===== src/hdl/deque_pkg.sv =====
// Shared types, command codes and defaults for the deque block.
package deque_pkg;

    // Default number of entries in the ring store
    localparam int DEPTH_DEFAULT = 32;

    localparam int CMD_W   = 3;
    localparam int VALUE_W = 32;

    // Command codes
    localparam logic [CMD_W-1:0] CMD_PUSH_FRONT = 3'd0;
    localparam logic [CMD_W-1:0] CMD_PUSH_BACK  = 3'd1;
    localparam logic [CMD_W-1:0] CMD_POP_FRONT  = 3'd2;
    localparam logic [CMD_W-1:0] CMD_PEEK_FRONT = 3'd3;
    localparam logic [CMD_W-1:0] CMD_EMPTY_QRY  = 3'd4;
    localparam logic [CMD_W-1:0] CMD_DUMP       = 3'd5;

    // Command beat
    typedef struct packed {
        logic [CMD_W-1:0]          cmd;
        logic signed [VALUE_W-1:0] push_value;
    } cmd_beat_t;

    // Response beat
    typedef struct packed {
        logic signed [VALUE_W-1:0] out_value;
        logic                      was_empty;
        logic                      dropped;
        logic                      last;
    } rsp_beat_t;

    // Controller states
    typedef enum logic {
        S_IDLE,
        S_EMIT
    } state_t;

endpackage


===== src/hdl/deque_ram.sv =====
// Generic single-clock RAM: one write port, one read port with registered data.
module deque_ram #(
    parameter int WIDTH = 32,
    parameter int DEPTH = 32
) (
    input  logic                     clk,
    input  logic                     we,
    input  logic [$clog2(DEPTH)-1:0] waddr,
    input  logic [WIDTH-1:0]         wdata,
    input  logic                     re,
    input  logic [$clog2(DEPTH)-1:0] raddr,
    output logic [WIDTH-1:0]         rdata
);

    logic [WIDTH-1:0] mem [DEPTH];
    logic [WIDTH-1:0] rdata_reg;

    // Write port
    always_ff @(posedge clk)
    begin
        if (we)
        begin
            mem[waddr] <= wdata;
        end
    end

    // Read port, data held until the next read
    always_ff @(posedge clk)
    begin
        if (re)
        begin
            rdata_reg <= mem[raddr];
        end
    end

    assign rdata = rdata_reg;

endmodule


===== src/hdl/deque_push_pop_dump.sv =====
// Top level of the bounded deque: ring store controller and response register.
//
// Bounded double-ended queue of signed 32-bit values kept in a DEPTH-entry RAM
// addressed by a front pointer and an entry count. Push front and push back write
// the RAM as they are accepted and can be taken back to back. Pop front and peek
// front read the RAM first, since the RAM read port returns registered data. A
// dump starts the first read, then sends one response beat per entry as the read
// port walks from front to back. Empty query, a dropped push and a pop, peek or
// dump on an empty queue answer straight from the response register. A command
// is only taken while the controller is idle and the response register is free
// or draining, so a stalled response side holds the command channel. Unused
// command codes are consumed with no response. The RAM needs no clearing after reset.
module deque_push_pop_dump #(
    parameter int DEPTH = deque_pkg::DEPTH_DEFAULT
) (
    input  logic                 clk,
    input  logic                 rst_n,
    input  logic                 cmd_valid,
    output logic                 cmd_stall,
    input  deque_pkg::cmd_beat_t cmd_data,
    output logic                 rsp_valid,
    input  logic                 rsp_stall,
    output deque_pkg::rsp_beat_t rsp_data
);

    import deque_pkg::*;

    localparam int PTR_W = $clog2(DEPTH);
    localparam int CNT_W = $clog2(DEPTH + 1);
    localparam int SUM_W = PTR_W + 1;

    state_t           state_reg, state_next;
    logic [PTR_W-1:0] front_reg, front_next;
    logic [CNT_W-1:0] count_reg, count_next;
    logic [CNT_W-1:0] remain_reg, remain_next;
    logic [PTR_W-1:0] dptr_reg, dptr_next;
    logic             rsp_valid_reg, rsp_valid_next;
    rsp_beat_t        rsp_data_reg, rsp_data_next;

    logic               cmd_accept;
    logic               rsp_free;
    logic               rsp_load;
    logic               is_empty;
    logic               is_full;
    logic [PTR_W-1:0]   front_inc;
    logic [PTR_W-1:0]   front_dec;
    logic [PTR_W-1:0]   dptr_inc;
    logic [SUM_W-1:0]   back_sum;
    logic [PTR_W-1:0]   back_slot;

    logic               ram_we;
    logic [PTR_W-1:0]   ram_waddr;
    logic [VALUE_W-1:0] ram_wdata;
    logic               ram_re;
    logic [PTR_W-1:0]   ram_raddr;
    logic [VALUE_W-1:0] ram_rdata;

    // Ring store
    deque_ram #(
        .WIDTH (VALUE_W),
        .DEPTH (DEPTH)
    ) u_ram (
        .clk   (clk),
        .we    (ram_we),
        .waddr (ram_waddr),
        .wdata (ram_wdata),
        .re    (ram_re),
        .raddr (ram_raddr),
        .rdata (ram_rdata)
    );

    // Handshake
    assign rsp_free   = !rsp_valid_reg || !rsp_stall;
    assign cmd_stall  = (state_reg != S_IDLE) || !rsp_free;
    assign cmd_accept = cmd_valid && !cmd_stall;
    assign rsp_valid  = rsp_valid_reg;
    assign rsp_data   = rsp_data_reg;

    // Pointer arithmetic, modulo DEPTH
    assign is_empty  = (count_reg == '0);
    assign is_full   = (count_reg == CNT_W'(DEPTH));
    assign front_inc = (front_reg == PTR_W'(DEPTH - 1)) ? '0 : front_reg + 1'b1;
    assign front_dec = (front_reg == '0) ? PTR_W'(DEPTH - 1) : front_reg - 1'b1;
    assign dptr_inc  = (dptr_reg == PTR_W'(DEPTH - 1)) ? '0 : dptr_reg + 1'b1;
    assign back_sum  = {1'b0, front_reg} + SUM_W'(count_reg);
    assign back_slot = (back_sum >= SUM_W'(DEPTH)) ? PTR_W'(back_sum - SUM_W'(DEPTH))
                                                   : back_sum[PTR_W-1:0];

    // Next state
    always_comb
    begin
        state_next = state_reg;
        case (state_reg)
            S_IDLE:
            begin
                if (cmd_accept && !is_empty &&
                    (cmd_data.cmd inside {CMD_POP_FRONT, CMD_PEEK_FRONT, CMD_DUMP}))
                begin
                    state_next = S_EMIT;
                end
            end
            S_EMIT:
            begin
                if (rsp_free && (remain_reg == CNT_W'(1)))
                begin
                    state_next = S_IDLE;
                end
            end
            default:
            begin
                state_next = S_IDLE;
            end
        endcase
    end

    // Datapath, RAM control and response load
    always_comb
    begin
        front_next    = front_reg;
        count_next    = count_reg;
        remain_next   = remain_reg;
        dptr_next     = dptr_reg;
        ram_we        = 1'b0;
        ram_waddr     = back_slot;
        ram_wdata     = cmd_data.push_value;
        ram_re        = 1'b0;
        ram_raddr     = front_reg;
        rsp_load      = 1'b0;
        rsp_data_next = '0;

        case (state_reg)
            S_IDLE:
            begin
                if (cmd_accept)
                begin
                    case (cmd_data.cmd)
                        CMD_PUSH_FRONT, CMD_PUSH_BACK:
                        begin
                            if (is_full)
                            begin
                                rsp_load              = 1'b1;
                                rsp_data_next.dropped = 1'b1;
                                rsp_data_next.last    = 1'b1;
                            end
                            else
                            begin
                                ram_we     = 1'b1;
                                count_next = count_reg + 1'b1;
                                if (cmd_data.cmd == CMD_PUSH_FRONT)
                                begin
                                    front_next = front_dec;
                                    ram_waddr  = front_dec;
                                end
                            end
                        end
                        CMD_POP_FRONT, CMD_PEEK_FRONT:
                        begin
                            if (is_empty)
                            begin
                                rsp_load                = 1'b1;
                                rsp_data_next.was_empty = 1'b1;
                                rsp_data_next.last      = 1'b1;
                            end
                            else
                            begin
                                ram_re      = 1'b1;
                                remain_next = CNT_W'(1);
                                if (cmd_data.cmd == CMD_POP_FRONT)
                                begin
                                    front_next = front_inc;
                                    count_next = count_reg - 1'b1;
                                end
                            end
                        end
                        CMD_EMPTY_QRY:
                        begin
                            rsp_load                = 1'b1;
                            rsp_data_next.out_value = is_empty ? 32'sd1 : 32'sd0;
                            rsp_data_next.last      = 1'b1;
                        end
                        CMD_DUMP:
                        begin
                            if (is_empty)
                            begin
                                rsp_load                = 1'b1;
                                rsp_data_next.was_empty = 1'b1;
                                rsp_data_next.last      = 1'b1;
                            end
                            else
                            begin
                                ram_re      = 1'b1;
                                remain_next = count_reg;
                                dptr_next   = front_inc;
                            end
                        end
                        default:
                        begin
                            // unused codes are consumed silently
                        end
                    endcase
                end
            end
            S_EMIT:
            begin
                // read data is valid; once free, send it and fetch any next entry
                if (rsp_free)
                begin
                    rsp_load                = 1'b1;
                    rsp_data_next.out_value = ram_rdata;
                    rsp_data_next.last      = (remain_reg == CNT_W'(1));
                    if (remain_reg != CNT_W'(1))
                    begin
                        ram_re      = 1'b1;
                        ram_raddr   = dptr_reg;
                        dptr_next   = dptr_inc;
                    end
                    remain_next = remain_reg - 1'b1;
                end
            end
            default:
            begin
            end
        endcase
    end

    // Response register valid
    always_comb
    begin
        if (rsp_load)
        begin
            rsp_valid_next = 1'b1;
        end
        else if (!rsp_stall)
        begin
            rsp_valid_next = 1'b0;
        end
        else
        begin
            rsp_valid_next = rsp_valid_reg;
        end
    end

    // Control registers
    always_ff @(posedge clk or negedge rst_n)
    begin
        if (!rst_n)
        begin
            state_reg     <= S_IDLE;
            front_reg     <= '0;
            count_reg     <= '0;
            remain_reg    <= '0;
            dptr_reg      <= '0;
            rsp_valid_reg <= 1'b0;
        end
        else
        begin
            state_reg     <= state_next;
            front_reg     <= front_next;
            count_reg     <= count_next;
            remain_reg    <= remain_next;
            dptr_reg      <= dptr_next;
            rsp_valid_reg <= rsp_valid_next;
        end
    end

    // Response payload
    always_ff @(posedge clk)
    begin
        if (rsp_load)
        begin
            rsp_data_reg <= rsp_data_next;
        end
    end

    // Emitting always has at least one entry left to send
    a_emit_remain: assert property (@(posedge clk) disable iff (!rst_n)
        (state_reg == S_EMIT) |-> (remain_reg != '0))
        else $error("emit state with nothing left to send");

    // Sending the final entry returns the controller to idle
    a_emit_done: assert property (@(posedge clk) disable iff (!rst_n)
        (state_reg == S_EMIT && rsp_free && remain_reg == CNT_W'(1)) |=>
        (state_reg == S_IDLE))
        else $error("controller did not return to idle after last beat");

    // A pop of a non-empty queue removes exactly one entry
    a_pop_count: assert property (@(posedge clk) disable iff (!rst_n)
        (cmd_accept && cmd_data.cmd == CMD_POP_FRONT && !is_empty) |=>
        (count_reg == $past(count_reg) - 1'b1))
        else $error("pop did not decrement the count");

    // A beat without last means the controller still has entries to send
    a_more_to_come: assert property (@(posedge clk) disable iff (!rst_n)
        (rsp_valid && !rsp_data.last) |-> (state_reg == S_EMIT))
        else $error("non-final beat while controller is idle");

    // Count never passes the store depth
    a_count_bound: assert property (@(posedge clk) disable iff (!rst_n)
        cmd_accept |=> (count_reg <= CNT_W'(DEPTH)))
        else $error("entry count exceeds depth");

endmodule

===== config.mk =====
export PLATFORM = sky130hd
export DESIGN_NAME = deque_push_pop_dump
export DESIGN_NICKNAME = d
export VERILOG_FILES = /design/src/hdl/deque_pkg.sv /design/src/hdl/deque_ram.sv /design/src/hdl/deque_push_pop_dump.sv
export SDC_FILE = /design/constraint.sdc
export NUM_CORES = 1
export LEC_CHECK = 0
export BUFFER_PORTS_ARGS = -buffer_cell sky130_fd_sc_hd__buf_2
export CAP_MARGIN = 20
export CORE_MARGIN = 3
export CORE_UTILIZATION = 45
export DETAILED_ROUTE_END_ITERATION = 12
export GPL_TIMING_DRIVEN = 0
export PLACE_DENSITY = 0.69
export SETUP_SLACK_MARGIN = 0.4
export SLEW_MARGIN = 20
export SYNTH_ARGS = -nofsm -noshare
export SYNTH_HDL_FRONTEND = slang
export SYNTH_SLANG_ARGS = --single-unit

===== constraint.sdc =====
create_clock -name clk -period 7.9 [get_ports clk]
set_input_delay 1.185 -clock clk [delete_from_list [all_inputs] [get_ports clk]]
set_output_delay 1.185 -clock clk [all_outputs]
set_load 0.01 [all_outputs]

==> flow_metrics.py <==
metrics = {
    "route": {
        "firstDrtPassIters": 6,
        "drt_wl_total_mm": 110,
        "routedWlPerCell_um": 27.5,
        "drc": 0,
        "drt_iter0_drc": 2740,
        "route.vias.total": 23600,
        "vias_per_cell": 5.90,
        "ant_nets": 0,
    },
    "final_layout": {
        "final_common_cell": "edfxtp_1",
        "nNetsFinal": 2695,
        "largest_reg_flops": 1024,
        "drive_above_1_share": 0.153,
        "postLayoutCoreUtil": 0.525,
        "final_cell_mix": "edfxtp_1 (1,091), mux2i_1 (555), o22ai_1 (257)",
        "syn_to_final_growth_pct": 15.0,
        "diodes": 0,
        "final_area_um2": 50200,
        "fill_cells": 7396,
    },
    "synth": {
        "netlist_instances": 2422,
        "yosysWarnings": 0,
        "synth.avg_cell_area_um2": 18.0,
        "yosysUniqueCellTypes": 52,
        "synthesis.area_um2": 43600,
        "ys_seq_area_frac": 0.765,
        "synth-seq-cells": 1115,
        "synth_edf_count": 1091,
        "async_flop_share": 0.0215,
        "syn-num-nets": 2478,
        "yosys_most_used_dff": "edfxtp_1",
    },
    "timing": {
        "skew_ns": 0.0340,
        "setup_violations": 0,
        "hold_violations": 0,
        "fin_crit_sh": 0.513,
        "max_freq_mhz": 247,
        "max_slew_margin": 0.233,
        "setup_tns_ns": 0,
        "slew_viol_final": 0,
        "rsz0062_at_grt": "false",
        "hold_ws_ns": 0.492,
        "tightestPinTransition_ns": 1.15,
        "finalCriticalPeriod_ns": 4.05,
    },
    "clock_network": {
        "cts_tree": "built",
        "cts_setup_buffers": 0,
        "clock-root-buffer": "clkbuf_16",
        "clk_latency_ns": 0.69,
        "cts_hold_buf": 0,
        "cts.path.max_buffers": 3,
        "cts.reportedPaths.clkPinSlew_ns": 0.06,
        "clkSinkCount": 1115,
        "postCtsResizedCells": 0,
        "ctsHtreeMaxLevel": 3,
        "cts_buffers": 104,
    },
    "pwr": {
        "ir_drop_v": 0.000321,
        "power_density_nw_per_um2": 389,
        "p_leak_uw": 0.0175,
        "total_power_uw": 19500,
    },
    "floorplan": {
        "io_pins": 76,
        "dieArea_um2": 101000,
        "core_um2": 95600,
        "initial_core_util": 0.457,
        "rows": 113,
        "dieHeight_um": 317,
        "fp.dieW_um": 317,
    },
    "setup_path": {
        "end_kind": "flip-flop",
        "slowest_stage": "nor2_4",
        "cp.required_ns": 8.26,
        "cp_max_fo": 17,
        "slowest_delay_ns": 0.71,
        "critPathArrivalTime_ns": 4.41,
        "cp_cell_sequence": "buf_2 -> a21oi_1 -> nand3_1 -> a211oi_2 -> mux2i_1 -> xor2_1 -> nand2_1 -> nor2_4 -> buf_16",
        "critPathLaunchType": "primary input",
        "worstSetupPathType": "in -> reg",
    },
    "status": {
        "outcome": "finished clean",
    },
    "place": {
        "dpl_cell_area_um2": 46600,
        "gp_congestion": 0.839,
        "place_hpwl_mm": 72.5,
        "portBuffers": 75,
    },
    "min_path": {
        "hold_path_class": "in -> async",
    },
    "global_route": {
        "grt_max_degree": 36,
        "grt_pass1_vias": 23900,
        "grt_pass1_wl_mm": 157,
        "track_usage": 0.216,
        "antenna_found_initial": 2,
        "overflow": 0,
    },
    "flow_run": {
        "timing.max_cap.violations": 0,
    },
}
critical path, delay by kind of cell:
kind | cells | cell delay (ns)
buf+inv | 2 | 0.38
compound gates | 2 | 0.87
xor+xnor | 1 | 0.33
simple gates | 3 | 1.24
mux | 1 | 0.38
worst paths after layout:
kind                            depth (start not counted)           from          endpoint  slack [ns]
worst max-delay path                                    9      rsp_stall  u_ram.mem[1][17]        3.85
min in group clk                                        2  remain_reg[5]     remain_reg[5]        0.54
worst min register to register                          2  remain_reg[5]     remain_reg[5]        0.54
max in group asynchronous                               1          rst_n       dptr_reg[4]        7.03
worst min-delay path                                    1          rst_n      count_reg[5]        0.49
worst max register to register                          9      state_reg  u_ram.mem[1][17]        3.97
metal layers:
layer / vias to the layer above / global-route usage / share of wire
li1: 10200 / - / -
met1: 12000 / 0.276 / 0.39
met2: 1097 / 0.371 / 0.50
met3: 240 / 0.0305 / 0.073
met4: 2 / 0.0923 / 0.040
met5: - / 0 / 0.000082
cell type report:
class                      instances  area [um2]  share of cell area
buffer                           134         950              0.0189
sequential                      1115       33400               0.665
tap                             1265        1580              0.0315
multi-input combinational       1161        9540               0.190
timing repair buffer             111        1130              0.0226
clock buffer                     117        2670              0.0533
clock inverter                    79         906              0.0180
inverter                          12        45.0            0.000898
where the power goes:
part           switching [uW]  leakage (uW)  total, uW  internal, uW
Sequential                140        0.0101       7110          6970
Clock                    2180       0.00174       5160          2980
Combinational            4570       0.00564       7230          2670
Total                    6890        0.0175      19500         12600
synthesized netlist by cell type, types with 2 or more instances:
library cell | number | area share
a21o_1 | 4 | 0.00069
a21oi_1 | 22 | 0.0025
a31oi_1 | 2 | 0.00029
and2_1 | 2 | 0.00029
and3_1 | 34 | 0.0049
buf_2 | 30 | 0.0034
buf_4 | 20 | 0.0034
buf_6 | 44 | 0.011
clkbuf_1 | 38 | 0.0033
dfrtp_1 | 24 | 0.014
edfxtp_1 | 1091 | 0.75
fa_1 | 2 | 0.00092
ha_1 | 15 | 0.0043
inv_1 | 10 | 0.00086
mux2_2 | 6 | 0.0015
mux2i_1 | 556 | 0.13
nand2_1 | 38 | 0.0033
nand2b_1 | 6 | 0.00086
nand3_1 | 8 | 0.00092
nor2_1 | 66 | 0.0057
nor2b_1 | 7 | 0.0010
nor3_1 | 8 | 0.00092
nor3b_1 | 2 | 0.00034
nor4_1 | 66 | 0.0095
o21ai_0 | 17 | 0.0019
o21ai_1 | 3 | 0.00034
o22ai_1 | 257 | 0.037
o31ai_1 | 3 | 0.00052
or2_1 | 2 | 0.00029
or2_2 | 3 | 0.00043
xnor2_1 | 11 | 0.0022
xor2_1 | 5 | 0.0010
per-stage QoR:
step	worst slack (ns)	cells
floorplan	3.39	2422
global placement	1.10	3762
detailed placement	3.24	3798
CTS	3.95	3994
global route	3.69	3994
finish	3.85	3994
cell families after synthesis:
group                      after synthesis  synth area share
muxes                                  563             0.130
DFF                                   1115             0.765
AOI/OAI and AO/OA                      321            0.0459
buffers and inverters                  146            0.0228
and+or+nand+nor                        244            0.0286
xor gates and xnor gates                16           0.00321
adders and majority gates               17           0.00522
Power figures use the tool's default switching activity.
